$ cat config.mk
export PLATFORM = sky130hd
export DESIGN_NAME = crc16_packet_deframer
export DESIGN_NICKNAME = d
export VERILOG_FILES = /design/src/design/crcdf_pkg.sv /design/src/design/crc16_packet_deframer.sv /design/src/design/crcdf_crc.sv /design/src/design/crcdf_core.sv
export SDC_FILE = /design/constraint.sdc
export NUM_CORES = 1
export LEC_CHECK = 0
export BUFFER_PORTS_ARGS = -buffer_cell sky130_fd_sc_hd__buf_2
export CAP_MARGIN = 15
export CORE_MARGIN = 2
export CORE_UTILIZATION = 61
export CTS_BUF_LIST = sky130_fd_sc_hd__clkbuf_16
export CTS_CLUSTER_DIAMETER = 80
export DETAILED_ROUTE_END_ITERATION = 8
export PLACE_DENSITY = 0.9
export SETUP_SLACK_MARGIN = 0.05
export SYNTH_ARGS = -nofsm -noshare
export SYNTH_HDL_FRONTEND = slang
export SYNTH_SLANG_ARGS = --single-unit
$ cat constraint.sdc
create_clock -name clk_i -period 4.4 [get_ports clk_i]
set_input_delay 0.66 -clock clk_i [delete_from_list [all_inputs] [get_ports clk_i]]
set_output_delay 0.66 -clock clk_i [all_outputs]
set_load 0.02 [all_outputs]
$ cat src/design/crcdf_pkg.sv
// ----------------------------------------------------------------------------
// crcdf_pkg
// Shared types and codes of the CRC-16 packet deframer.
// ----------------------------------------------------------------------------
`default_nettype none

package crcdf_pkg;

  localparam int unsigned ByteW   = 8;
  localparam int unsigned CrcW    = 16;
  localparam int unsigned StatusW = 3;

  localparam logic [CrcW-1:0] CrcPoly = 16'h1021;

  // Framing bytes
  localparam logic [ByteW-1:0] START_SHORT = 8'd2;
  localparam logic [ByteW-1:0] START_LONG  = 8'd3;
  localparam logic [ByteW-1:0] END_MARK    = 8'd3;

  // Result status codes
  localparam logic [StatusW-1:0] STAT_NONE      = 3'd0;
  localparam logic [StatusW-1:0] STAT_OK        = 3'd1;
  localparam logic [StatusW-1:0] STAT_CRC_ERR   = 3'd2;
  localparam logic [StatusW-1:0] STAT_BAD_END   = 3'd3;
  localparam logic [StatusW-1:0] STAT_LONG      = 3'd4;
  localparam logic [StatusW-1:0] STAT_BAD_START = 3'd5;

  typedef struct packed {
    logic [ByteW-1:0] rx_byte;
    logic             flush;
  } in_t;

  typedef struct packed {
    logic               payload_valid;
    logic [ByteW-1:0]   payload_byte;
    logic [ByteW-1:0]   payload_index;
    logic               frame_end;
    logic [StatusW-1:0] status;
    logic [ByteW-1:0]   frame_length;
  } out_t;

endpackage

`default_nettype wire

$ cat src/design/crc16_packet_deframer.sv
// ----------------------------------------------------------------------------
// crc16_packet_deframer
// Byte-stream deframer with CRC-16/XMODEM check and per-byte results.
// ----------------------------------------------------------------------------
// Every accepted byte gives exactly one result, in order. One byte is taken
// per cycle while in_stall_o is low: a byte is registered at the input,
// decoded against the frame state in one pass (phase decode plus a one-byte
// CRC update), and the result registered at the output. A stalled output
// holds its result while one more byte can still sit in the input register;
// in_stall_o rises only when both are full.
`default_nettype none

module crc16_packet_deframer (
  input  wire logic            clk_i,
  input  wire logic            rst_ni,
  input  wire logic            in_valid_i,
  output logic                 in_stall_o,
  input  wire crcdf_pkg::in_t  in_data_i,
  output logic                 out_valid_o,
  input  wire logic            out_stall_i,
  output crcdf_pkg::out_t      out_data_o
);
  import crcdf_pkg::*;

  logic s1_valid_q;
  in_t  s1_data_q;
  logic out_valid_q;
  out_t out_data_q;
  out_t result;
  logic out_free;
  logic step;

  assign out_free   = !out_valid_q || !out_stall_i;
  assign step       = s1_valid_q && out_free;
  assign in_stall_o = s1_valid_q && !out_free;

  crcdf_core u_core (
    .clk_i     (clk_i),
    .rst_ni    (rst_ni),
    .step_i    (step),
    .in_data_i (s1_data_q),
    .result_o  (result)
  );

  always_ff @(posedge clk_i or negedge rst_ni) begin
    if (!rst_ni) begin
      s1_valid_q <= 1'b0;
    end else if (!in_stall_o) begin
      s1_valid_q <= in_valid_i;
    end
  end

  always_ff @(posedge clk_i) begin
    if (!in_stall_o && in_valid_i) begin
      s1_data_q <= in_data_i;
    end
  end

  always_ff @(posedge clk_i or negedge rst_ni) begin
    if (!rst_ni) begin
      out_valid_q <= 1'b0;
    end else if (out_free) begin
      out_valid_q <= s1_valid_q;
    end
  end

  always_ff @(posedge clk_i) begin
    if (step) begin
      out_data_q <= result;
    end
  end

  assign out_valid_o = out_valid_q;
  assign out_data_o  = out_data_q;

  // A status is reported exactly on frame ends
  a_status_on_end: assert property (@(posedge clk_i) disable iff (!rst_ni)
    out_valid_o |-> (out_data_o.frame_end == (out_data_o.status != STAT_NONE)))
    else $error("status and frame_end disagree");

  // Payload bytes never coincide with a frame end
  a_payload_not_end: assert property (@(posedge clk_i) disable iff (!rst_ni)
    (out_valid_o && out_data_o.payload_valid) |-> !out_data_o.frame_end)
    else $error("payload byte flagged as frame end");

  // Input stalls only with the input register occupied
  a_stall_full: assert property (@(posedge clk_i) disable iff (!rst_ni)
    in_stall_o |-> (s1_valid_q && out_valid_q))
    else $error("input stalled with free space");

  // A flushed byte yields an all-zero result
  a_flush_zero: assert property (@(posedge clk_i) disable iff (!rst_ni)
    (step && s1_data_q.flush) |=> (out_valid_o && (out_data_o == '0)))
    else $error("flush result not zero");

endmodule

`default_nettype wire

$ cat src/design/crcdf_crc.sv
// ----------------------------------------------------------------------------
// crcdf_crc
// CRC-16/XMODEM update of a running CRC by one byte, MSB first.
// ----------------------------------------------------------------------------
`default_nettype none

module crcdf_crc (
  input  wire logic [crcdf_pkg::CrcW-1:0]  crc_i,
  input  wire logic [crcdf_pkg::ByteW-1:0] byte_i,
  output logic      [crcdf_pkg::CrcW-1:0]  crc_o
);
  import crcdf_pkg::*;

  always_comb begin
    logic [CrcW-1:0] c;
    c = crc_i ^ {byte_i, {(CrcW-ByteW){1'b0}}};
    for (int i = 0; i < ByteW; i++) begin
      if (c[CrcW-1]) begin
        c = {c[CrcW-2:0], 1'b0} ^ CrcPoly;
      end else begin
        c = {c[CrcW-2:0], 1'b0};
      end
    end
    crc_o = c;
  end

endmodule

`default_nettype wire

$ cat src/design/crcdf_core.sv
// ----------------------------------------------------------------------------
// crcdf_core
// Frame phase tracking, length and CRC state, and per-byte result decode.
// ----------------------------------------------------------------------------
`default_nettype none

module crcdf_core (
  input  wire logic            clk_i,
  input  wire logic            rst_ni,
  input  wire logic            step_i,
  input  wire crcdf_pkg::in_t  in_data_i,
  output crcdf_pkg::out_t      result_o
);
  import crcdf_pkg::*;

  localparam logic [2:0] PH_HUNT   = 3'd0;
  localparam logic [2:0] PH_LEN    = 3'd1;
  localparam logic [2:0] PH_DATA   = 3'd2;
  localparam logic [2:0] PH_CRC_HI = 3'd3;
  localparam logic [2:0] PH_CRC_LO = 3'd4;
  localparam logic [2:0] PH_END    = 3'd5;

  logic [2:0]       phase_q, phase_d;
  logic [ByteW-1:0] exp_len_q, exp_len_d;
  logic [ByteW-1:0] count_q, count_d;
  logic [CrcW-1:0]  run_crc_q, run_crc_d;
  logic [CrcW-1:0]  rx_crc_q, rx_crc_d;
  logic [CrcW-1:0]  crc_next;

  crcdf_crc u_crc (
    .crc_i  (run_crc_q),
    .byte_i (in_data_i.rx_byte),
    .crc_o  (crc_next)
  );

  always_comb begin
    phase_d   = phase_q;
    exp_len_d = exp_len_q;
    count_d   = count_q;
    run_crc_d = run_crc_q;
    rx_crc_d  = rx_crc_q;
    result_o  = '0;

    if (in_data_i.flush) begin
      phase_d = PH_HUNT;
    end else begin
      case (phase_q)
        PH_HUNT: begin
          if (in_data_i.rx_byte == START_SHORT) begin
            phase_d = PH_LEN;
          end else if (in_data_i.rx_byte == START_LONG) begin
            result_o.frame_end = 1'b1;
            result_o.status    = STAT_LONG;
          end else begin
            result_o.frame_end = 1'b1;
            result_o.status    = STAT_BAD_START;
          end
        end
        PH_LEN: begin
          exp_len_d = in_data_i.rx_byte;
          count_d   = '0;
          run_crc_d = '0;
          phase_d   = (in_data_i.rx_byte == '0) ? PH_CRC_HI : PH_DATA;
        end
        PH_DATA: begin
          result_o.payload_valid = 1'b1;
          result_o.payload_byte  = in_data_i.rx_byte;
          result_o.payload_index = count_q;
          run_crc_d = crc_next;
          count_d   = count_q + 1'b1;
          if (count_d == exp_len_q) begin
            phase_d = PH_CRC_HI;
          end
        end
        PH_CRC_HI: begin
          rx_crc_d = {in_data_i.rx_byte, {(CrcW-ByteW){1'b0}}};
          phase_d  = PH_CRC_LO;
        end
        PH_CRC_LO: begin
          rx_crc_d = {rx_crc_q[CrcW-1:ByteW], in_data_i.rx_byte};
          phase_d  = PH_END;
        end
        PH_END: begin
          result_o.frame_end    = 1'b1;
          result_o.frame_length = exp_len_q;
          if (in_data_i.rx_byte != END_MARK) begin
            result_o.status = STAT_BAD_END;
          end else if (rx_crc_q == run_crc_q) begin
            result_o.status = STAT_OK;
          end else begin
            result_o.status = STAT_CRC_ERR;
          end
          phase_d = PH_HUNT;
        end
        default: begin
          phase_d = PH_HUNT;
        end
      endcase
    end
  end

  always_ff @(posedge clk_i or negedge rst_ni) begin
    if (!rst_ni) begin
      phase_q   <= PH_HUNT;
      exp_len_q <= '0;
      count_q   <= '0;
      run_crc_q <= '0;
      rx_crc_q  <= '0;
    end else if (step_i) begin
      phase_q   <= phase_d;
      exp_len_q <= exp_len_d;
      count_q   <= count_d;
      run_crc_q <= run_crc_d;
      rx_crc_q  <= rx_crc_d;
    end
  end

endmodule

`default_nettype wire

=== Yosys cells after proc, flatten, opt, wreduce, memory -nomap -nowiden ===
Index checks and enable logic that the tools add are counted.

* Bits in registers: 91
* Input port bits: 13
* Logic and storage cells: 83

* Add/subtract/negate cells: 1
* Equal/unequal tests: 12
* Mux-type cells: 22
* Bitwise logic cells: 13
* Reduce and logical (&&, ||, !) cells: 19

{| class="wikitable"
|+ Operator list
! operator !! count
|-
| two-way mux 13 bit || 8
|-
| case mux 16 bit (2 select lines) || 2
|-
| inverter 3 bit || 8
|-
| two-way mux 17 bit || 1
|-
| equality test 16 bit || 1
|-
| equality test 8 x 2 -> 1 bit (second input constant) || 2
|-
| case mux 8 bit (2 select lines) || 1
|-
| XOR 16 bit || 1
|-
| case mux 3 bit (5 select lines) || 1
|-
| AND reduction 3 bit || 4
|-
| two-way mux 3 bit || 3
|-
| adder 8 x 1 -> 8 bit (second input constant) || 1
|-
| equality test 8 bit || 1
|-
| zero test 8 bit || 1
|-
| != test 8 x 2 -> 1 bit (second input constant) || 1
|-
| case mux 4 bit (2 select lines) || 1
|-
| equality test 3 x 2 -> 1 bit (second input constant) || 2
|-
| equality test 3 bit (second input constant) || 2
|-
| != test 3 x 2 -> 1 bit (second input constant) || 2
|-
| zero test 1 bit || 4
|-
| two-way mux 2 bit || 2
|-
| two-way mux 4 bit || 1
|-
| inverter 1 bit || 4
|-
| AND reduction 4 bit || 1
|-
| 7 further kinds || 12
|}

=== Depth between registers and ports, before layout ===
Gate-level depths: netlist (run 1).

* Depth after elaboration: 18
* Mapped depth: 9

=== Hierarchy ===
From an unflattened synthesis (run 1), not the netlist that was laid out.

* Cell total of the unflattened synthesis: 325
* Area, all modules: 4,301.6 sq um

{| class="wikitable"
|+ By module, submodules not included
! module !! instances !! cells an instance !! area each (sq um) !! sequential area each (sq um)
|-
| crcdf_core || 1 || 254 || 2,672.6 || 1,276.2
|-
| crc16_packet_deframer || 1 || 46 || 1,233.7 || 1,191.1
|-
| crcdf_crc || 1 || 25 || 395.4 || 0.0
|}

=== Worst setup path before layout (run 1) ===
Ideal clock, no wire load.

* Path kind: input-to-reg
* From: input port out_stall_i
* To: register u_core.run_crc_q[3]
* Arrival: 2.617 ns
* Required time: 4.279 ns
* Slack: 1.662 ns
* Stages on the path: 8
* Path buffers: 2
* Cells stage by stage: nand2_1 > nand2_1 > inv_1 > nand3_1 > and2_1 > clkbuf_1 > buf_2 > a22o_1

* Longest elaborated chain between the ends: 4

{| class="wikitable"
|+ RTL lines
! element !! line !! source
|-
| from (decl) || crc16_packet_deframer.sv:20 || <nowiki>input wire logic out_stall_i,</nowiki>
|-
| zero test 1 bit || crc16_packet_deframer.sv:33 || <nowiki>assign out_free = !out_valid_q || !out_stall_i;</nowiki>
|-
| logical OR 1 bit || crc16_packet_deframer.sv:33 ||
|-
| logical AND 1 bit || crc16_packet_deframer.sv:34 || <nowiki>assign step = s1_valid_q && out_free;</nowiki>
|-
| named net step || crc16_packet_deframer.sv:31 || <nowiki>logic step;</nowiki>
|-
| AND reduction 3 bit (no source line) || - ||
|-
| to (signal assigned) || crcdf_core.sv:113 || <nowiki>run_crc_q <= run_crc_d;</nowiki>
|-
| to (decl) || crcdf_core.sv:26 || <nowiki>logic [CrcW-1:0] run_crc_q, run_crc_d;</nowiki>
|}

The timed path passes the listed nets, and every way through them passes these cells.
A chain may end at the register's enable or synchronous reset.

=== Worst setup path after layout (run 1) ===
* From: input port out_stall_i
* To: register u_core.count_q[3]

* Longest elaborated chain between the ends: 4

{| class="wikitable"
|+ RTL lines
! element !! line !! source
|-
| zero test 1 bit || crc16_packet_deframer.sv:33 ||
|-
| logical OR 1 bit || crc16_packet_deframer.sv:33 ||
|-
| logical AND 1 bit || crc16_packet_deframer.sv:34 ||
|-
| named net step || crc16_packet_deframer.sv:31 ||
|-
| AND reduction 3 bit (no source line) || - ||
|-
| to (signal assigned) || crcdf_core.sv:112 || <nowiki>count_q <= count_d;</nowiki>
|-
| to (decl) || crcdf_core.sv:25 || <nowiki>logic [ByteW-1:0] count_q, count_d;</nowiki>
|}

The timed path passes the listed nets, and every way through them passes these cells.

==> impl_metrics.toml, run 1 <==
[timing]
finalMaxSlewViolations = 0
final_hold_viol_count = 0
slew-limit-headroom_pct = 49.0
finalWorstSetupSlack_ns = 1.39
finClkSkew_ns = 0.00993
hold_slack_ns = 0.428
finalSetupTns_ns = 0
rsz0062_at_grt = "false"
period_minus_slack_ns = 3.01
fmax_mhz = 332
setup_viol = 0
finalCritPeriodShare_pct = 68.5
worst_pin_slew_ns = 0.764

[drt]
drt_iter0_drc = 281
drc_errors = 0
wl_per_cell_um = 18.3
num_vias = 2760
postRouteAntennaNets = 0
viasPerCell = 6.01
firstDrtPassIters = 5
routed_wirelength_mm = 8.38

[setup_path]
arrival_ns = 3.22
endpoint_kind = "flop"
crit_path_end = "u_core.count_q[3]"
critPathTopFamily = "simple AND/OR/NAND/NOR gates"
crit_slowest_cell = "and2_1"
cp_num_cells = 9
rrSetupSlack_ns = 1.41
r2r_end = "u_core.count_q[3]"
crit_fanout = 24
critical_path_required_ns = 4.61
worst-r2r-cell-count = 8
timing_worst_setup_path_type = "in -> reg"
r2r_start = "out_valid_o"
crit_chain = "buf_2, nand2_1, nand2_1, inv_1, buf_4, nand3_1, and2_1, o21ai_0, o21ai_0"
crit_start = "out_stall_i"
max_stage_delay_ns = 0.58
critPathLaunchType = "input pin"
path_buf_inv = 3

[layout]
layout_common_cells = "dfrtp_1, buf_2, xnor2_1"
layout_commonest_cell = "dfrtp_1"
drive_gt1_share_pct = 22.0
fin_nets = 391
syn_to_final_growth_pct = 13.3
n_antenna_cell = 0
fillers = 436
fin_util_pct = 72.4

[floorplan]
start_util_pct = 63.8
ios = 44
die_y_um = 86.0
core-area_um2 = 6420
die_w_um = 86.0
die_area_um2 = 7390
rows = 29

[outcome]
status = "finished, final reports clean"

[placed_design]
dp_hpwl_mm = 5.60
place_congestion = 0.917
port_buffers = 43
pre_cts_ws_ns = 1.10

[power_and_ir_drop]
pwr-share-seq_pct = 45.9
ir_drop_mv = 0.440
combPwrFrac_pct = 30.3
p_leak_uw = 0.00198
power_frac_clock_pct = 23.8
finalPower_uw = 3000
p_sw_share_pct = 34.2
pwr_density_cell_nw_per_um2 = 645
switching_power_uw = 1030
p_int_uw = 1970

[clocking]
cts_tree = "done"
htree_levels = 3
cts_sinks = 91
ctsResizeCount = 0
clock_path_buffers = 2
numCtsBuffers = 9
cts.clk_slew.worst_paths_ns = 0.07
cts.root.buffer_cell = "clkbuf_16"
post_cts_buffers = 0
postCtsHoldBufs = 0
insertion_delay_ns = 0.34

[global_routing]
grt.total_usage_pct = 25.0
grt_max_degree = 54
antenna_found_initial = 0
grt_pass1_wl_mm = 13.8
grt_overflow = 0
grt_pass1_vias = 2699

[synth]
netlist_area_um2 = 4100
synth_top_area_cell = "dfrtp_1"
avgSynthCellArea_um2 = 12.3
synthArstFlopShare_pct = 58.2
synth-warning-count = 0
yosys_register_bits = 91
synth_edf_count = 38
ys_types = 45
synthTopCellsByArea = "dfrtp_1, edfxtp_1, xnor2_1"
yosysSeqAreaShare_pct = 60.2
synth_top_area_share_pct = 32.3
syn-num-nets = 347
ys.flop_type = "dfrtp_1"
synthCells = 333

[run]
max-cap-violations = 0

[min_path]
hold_class = "in -> async"
==> worst reg2reg max path, stage by stage, from the launching register on <==
cell and delay (ns):
dfrtp_1 0.40, nand2_1 0.08, nand2_1 0.18, inv_1 0.38, buf_4 0.37, nand3_1 0.52
and2_1 0.58, o21ai_0 0.24, o21ai_0 0.11
==> kinds of logic (layout without fill, tap and decap cells) <==
| kind of cell | count (synthesis) | count (layout) | synth area share (%) |
|---|---|---|---|
| xor+xnor | 50 | 50 | 10.7 |
| fa+ha+maj | 1 | 1 | 0.305 |
| flops | 91 | 91 | 60.2 |
| simple gates | 102 | 102 | 13.2 |
| buf+inv | 21 | 70 | 2.41 |
| compound gates | 52 | 52 | 8.88 |
| mux | 16 | 16 | 4.39 |
==> cell usage after synthesis (5+ instances only) <==
cell type  number
nand2_1        28
and2_1         25
nor2_1          9
nand3_1        12
mux2_2         16
a22o_1         13
inv_1           8
nor3_1          5
xor2_1         11
dfrtp_1        53
clkbuf_1        8
xnor2_1        39
o21ai_0        21
edfxtp_1       38
==> flip-flops by register name (all words and copies together), names as in the netlist <==
name	flops
out_data_o	29
u_core.run_crc_q	16
u_core.rx_crc_q	16
s1_data_q	9
u_core.count_q	8
u_core.exp_len_q	8
u_core.phase_q	3
out_valid_o	1
s1_valid_q	1
==> metal layers <==
metal / up-vias / track usage (%) / wire [um]
li1: 1270 / - / -
met3: 27 / 5.97 / 682
met1: 1320 / 33.9 / 3550
met4: 0 / 9.67 / 224
met5: - / 0 / 0
met2: 143 / 39.5 / 3930
==> metrics by stage <==
| step | cells | area, um2 |
|---|---|---|
| 2_1_floorplan | 333 | 4100 |
| 3_3_place_gp | 443 | 4370 |
| 6_report | 459 | 4650 |
| 4_1_cts | 459 | 4650 |
| 3_5_place_dp | 443 | 4370 |
| 5_1_grt | 459 | 4650 |
==> cell type report <==
| cell class | count | area, um2 | share of cell area [%] |
|---|---|---|---|
| clock buffer | 9 | 225 | 4.85 |
| multi-input combinational | 221 | 1540 | 33.1 |
| inverter | 8 | 30.0 | 0.646 |
| sequential | 91 | 2470 | 53.1 |
| clock inverter | 7 | 50.0 | 1.08 |
| timing repair buffer | 46 | 238 | 5.12 |
| tap | 77 | 96.3 | 2.07 |
==> power groups by stage <==
stage | combinational (uW) | sequential (uW) | clock (uW)
CTS | 911 | 1370 | 718
global placement | 863 | 1370 | 0
finish | 909 | 1380 | 714
detailed placement | 891 | 1380 | 0
floorplan | 712 | 1330 | 0
global route | 1000 | 1400 | 751
==> worst min path at each step <==
stage | startpoint | to | slack (ns)
global route | in_data_i[0] | s1_data_q[0] | 0.49
CTS | rst_ni | u_core.rx_crc_q[2] | 0.46
finish | rst_ni | u_core.rx_crc_q[2] | 0.43
global placement | s1_valid_q | out_valid_o | 0.50
floorplan | rst_ni | out_valid_o | 0.36
detailed placement | s1_valid_q | out_valid_o | 0.50
No activity file was read; power rests on OpenSTA's default activity.
==> run 2, diff against run 1 <==
Settings changed: CORE_UTILIZATION 61 to 58, PLACE_DENSITY 0.9 to 0.87.
Clock period 4.4 ns to 2.9 ns, I/O delays scaled along.
==> impl_metrics.toml, run 2 (synthesis gave the netlist of run 1 again) <==
[timing]
hold_slack_ns = 0.0838
rsz0062_at_grt = "false"
finalMaxSlewViolations = 0
worst_pin_slew_ns = 0.760
finalCritPeriodShare_pct = 78.6
finalSetupTns_ns = 0
fmax_mhz = 438
finClkSkew_ns = 0.00812
period_minus_slack_ns = 2.28
setup_viol = 0
final_hold_viol_count = 0
slew-limit-headroom_pct = 48.9

[global_routing]
grt_pass1_wl_mm = 13.5
antenna_found_initial = 0
grt_overflow = 0
grt_pass1_vias = 2710
grt_max_degree = 29
grt.total_usage_pct = 23.5

[setup_path]
critical_path_required_ns = 3.16
timing_worst_setup_path_type = "reg -> reg"
critPathLaunchType = "flop"
endpoint_kind = "flop"
crit_fanout = 6
arrival_ns = 2.54

[layout]
n_antenna_cell = 0
layout_common_cells = "dfrtp_1, buf_2, xnor2_1"
layout_commonest_cell = "dfrtp_1"
largest_reg_flops = 29
syn_to_final_growth_pct = 14.6
stdcell_count = 481
drive_gt1_share_pct = 22.3
fillers = 500
fin_nets = 394

[clocking]
postCtsHoldBufs = 0
htree_levels = 3
cts.clk_slew.worst_paths_ns = 0.06
clock_path_buffers = 2
cts_tree = "done"
numCtsBuffers = 9
ctsResizeCount = 0
cts_sinks = 91
cts.root.buffer_cell = "clkbuf_16"
post_cts_buffers = 0
insertion_delay_ns = 0.34

[floorplan]
start_util_pct = 60.0
core-area_um2 = 6830
die_area_um2 = 7760
rows = 30
ios = 44
die_w_um = 88.1
die_y_um = 88.1

[power_and_ir_drop]
power_frac_clock_pct = 23.9
switching_power_uw = 1530
finalPower_uw = 4520
ir_drop_mv = 0.582
p_sw_share_pct = 33.9
p_leak_uw = 0.00199
pwr-share-seq_pct = 46.0
pwr_density_cell_nw_per_um2 = 962
combPwrFrac_pct = 30.1
p_int_uw = 2990

[placed_design]
place_congestion = 0.891
dp_hpwl_mm = 5.76
dp.cells = 465
port_buffers = 43

[run]
max-cap-violations = 0

[drt]
drc_errors = 0
viasPerCell = 5.80
routed_wirelength_mm = 8.38
drt_iter0_drc = 292
num_vias = 2789
postRouteAntennaNets = 0
wl_per_cell_um = 17.4
firstDrtPassIters = 5

[outcome]
status = "finished, final reports clean"

[min_path]
hold_class = "in -> async"
==> run 2: changes by cell type in the layout (fill, tap and decap cells not counted) <==
cell        before  now
buf_4            3    6
clkinvlp_4       0    2
clkinv_4         1    2
inv_1            8    9
inv_6            3    2
clkinvlp_2       1    0
clkinv_2         2    0
==> run 2: stage by stage <==
stage / util [%] / cell area, um2 / worst slack (ns)
finish: 68.8 / 4700 / 0.619
floorplan: - / 4100 / 0.339
global route: 68.8 / 4700 / 0.436
CTS: 68.8 / 4700 / 0.648
global placement: 64.7 / 4420 / 0.679
detailed placement: 64.7 / 4420 / 0.558
==> run 2: worst paths after layout <==
path,endpoint,slack [ns],depth (start not counted),startpoint
worst max-delay path,u_core.phase_q[0],0.62,5,s1_data_q[6]
worst min-delay path,u_core.rx_crc_q[7],0.08,1,rst_ni
worst max register to register,u_core.phase_q[0],0.62,5,s1_data_q[6]
worst min register to register,out_valid_o,0.51,1,s1_valid_q
max in group asynchronous,u_core.count_q[4],2.04,2,rst_ni
min in group clk_i,s1_data_q[3],0.27,1,in_data_i[3]
==> run 2: metal layers <==
layer | global-route usage (%) | vias to the layer above | wire length (um) | share of wire [%]
met4 | 8.54 | 0 | 174 | 2.1
met1 | 30.4 | 1371 | 3400 | 41
met2 | 39.7 | 123 | 4290 | 51
met3 | 4.81 | 26 | 507 | 6.1
li1 | - | 1269 | - | -
met5 | 0 | - | 0 | 0
==> run 2: final cells by class <==
class / instances / area, um2 / area share, %
timing repair buffer: 49 / 260 / 5.54
multi-input combinational: 221 / 1540 / 32.8
inverter: 8 / 30.0 / 0.639
clock buffer: 9 / 225 / 4.79
tap: 96 / 120 / 2.56
sequential: 91 / 2470 / 52.5
clock inverter: 7 / 53.8 / 1.15
==> run 2: worst max-delay path: stages (launching register included) <==
cell,delay (ns)
edfxtp_1,0.57
or4_4,0.60
nor3_1,0.33
a221oi_1,0.16
o41a_1,0.35
a211oi_2,0.19
==> run 2: power groups by stage <==
stage / registers, uW / clock network (uW) / logic, uW
floorplan: 2020 / 0 / 1080
global placement: 2070 / 0 / 1300
detailed placement: 2090 / 0 / 1350
CTS: 2070 / 1090 / 1370
global route: 2120 / 1140 / 1510
finish: 2080 / 1080 / 1360
==> run 3, diff against run 2 <==
Clock period 2.9 ns to 2.3 ns, I/O delays scaled along.
==> impl_metrics.toml, run 3 (synthesis gave the netlist of run 1 again) <==
[clocking]
numCtsBuffers = 9
postCtsHoldBufs = 0
post_cts_buffers = 0
insertion_delay_ns = 0.34
ctsResizeCount = 0
cts.root.buffer_cell = "clkbuf_16"
cts.clk_slew.worst_paths_ns = 0.07
cts_sinks = 91
cts_tree = "done"
htree_levels = 3
clock_path_buffers = 2

[global_routing]
grt_overflow = 0
grt.total_usage_pct = 24.1
gr-usage-met1_pct = 32.0
grt_max_degree = 54
met3_usage_pct = 4.15
top_usage_layer = "met2"
grt_pass1_wl_mm = 13.9
grt_pass1_vias = 2751
antenna_found_initial = 0
met2_usage_pct = 39.3

[setup_path]
arrival_ns = 2.19
endpoint_kind = "flop"
critPathLaunchType = "flop"
timing_worst_setup_path_type = "reg -> reg"
critical_path_required_ns = 2.39
crit_fanout = 6

[drt]
num_vias = 2817
viasPerCell = 5.74
routed_wirelength_mm = 8.58
postRouteAntennaNets = 0
firstDrtPassIters = 5
drt_iter0_drc = 260
drc_errors = 0
wl_per_cell_um = 17.5

[timing]
period_minus_slack_ns = 2.10
rsz0062_at_grt = "false"
finClkSkew_ns = 0.0106
slew-limit-headroom_pct = 54.1
finalCritPeriodShare_pct = 91.5
setup_viol = 0
hold_slack_ns = 0.117
fmax_mhz = 475
worst_pin_slew_ns = 0.688
finalSetupTns_ns = 0
final_hold_viol_count = 0
finalMaxSlewViolations = 0

[floorplan]
die_w_um = 88.1
die_area_um2 = 7760
start_util_pct = 60.0
rows = 30
core-area_um2 = 6830
die_y_um = 88.1
ios = 44

[layout]
drive_gt1_share_pct = 25.1
syn_to_final_growth_pct = 16.9
layout_commonest_cell = "dfrtp_1"
layout_common_cells = "dfrtp_1, buf_2, xnor2_1"
fillers = 487
n_antenna_cell = 0
largest_reg_flops = 29
fin_nets = 404
fin_util_pct = 70.2

[outcome]
status = "finished, final reports clean"

[power_and_ir_drop]
p_leak_uw = 0.00203
switching_power_uw = 1940
p_int_uw = 3780
pwr-share-seq_pct = 45.1
power_frac_clock_pct = 23.4
pwr_density_cell_nw_per_um2 = 1190
ir_drop_mv = 0.811
p_sw_share_pct = 34.0
combPwrFrac_pct = 31.5

[placed_design]
dp_hpwl_mm = 5.76
port_buffers = 43
place_congestion = 0.911

[min_path]
hold_class = "in -> async"

[run]
max-cap-violations = 0
-- run 3: cell type report --
class	instances	area [um2]	share of cell area, %
repair buffers	59	335	6.99
inverters	8	33.8	0.705
clock inverters	7	45.0	0.939
well taps	96	120	2.51
flip-flops and latches	91	2470	51.5
clock buffers	9	225	4.70
multi-input cells	221	1570	32.7
-- run 3: metrics by stage --
stage | instances | cell area [um2] | total power (uW) | worst slack [ns]
final | 491 | 4790 | 5720 | 0.197
after global routing | 491 | 4790 | 6020 | 0.0995
after CTS | 491 | 4790 | 5720 | 0.240
after detailed placement | 475 | 4520 | 4380 | 0.259
after global placement | 475 | 4520 | 4280 | 0.321
after floorplan | 333 | 4130 | 3930 | 0.0686
-- run 3: metal layers --
metal  share of wire, %  up-vias  routed length [um]
met5                  0        -                   0
met4                2.6        0                 221
met3                6.0       25                 518
met2                 50      138                4260
met1                 42     1366                3580
li1                   -     1288                   -
-- run 3: worst paths after layout --
path / cells after the start / to / slack, ns / startpoint
min reg2reg: 1 / out_valid_o / 0.50 / s1_valid_q
min in group clk_i: 1 / s1_data_q[6] / 0.18 / in_data_i[6]
max in group asynchronous: 2 / u_core.run_crc_q[5] / 1.73 / rst_ni
max reg2reg: 5 / out_data_o[8] / 0.20 / s1_data_q[8]
max: 5 / out_data_o[8] / 0.20 / s1_data_q[8]
min: 2 / u_core.rx_crc_q[11] / 0.12 / rst_ni
-- run 3: worst max-delay path: stages (launching register included) --
cell	delay, ns
edfxtp_1	0.51
or4_4	0.54
nor3_1	0.28
nand2_1	0.11
a311oi_1	0.34
nor2b_1	0.08
-- run 3: power groups by stage --
stage	Combinational (uW)	Clock (uW)	Sequential, uW
after floorplan	1390	0	2540
after global placement	1710	0	2560
after detailed placement	1790	0	2590
after CTS	1800	1350	2570
after global routing	1980	1410	2630
final	1800	1340	2580
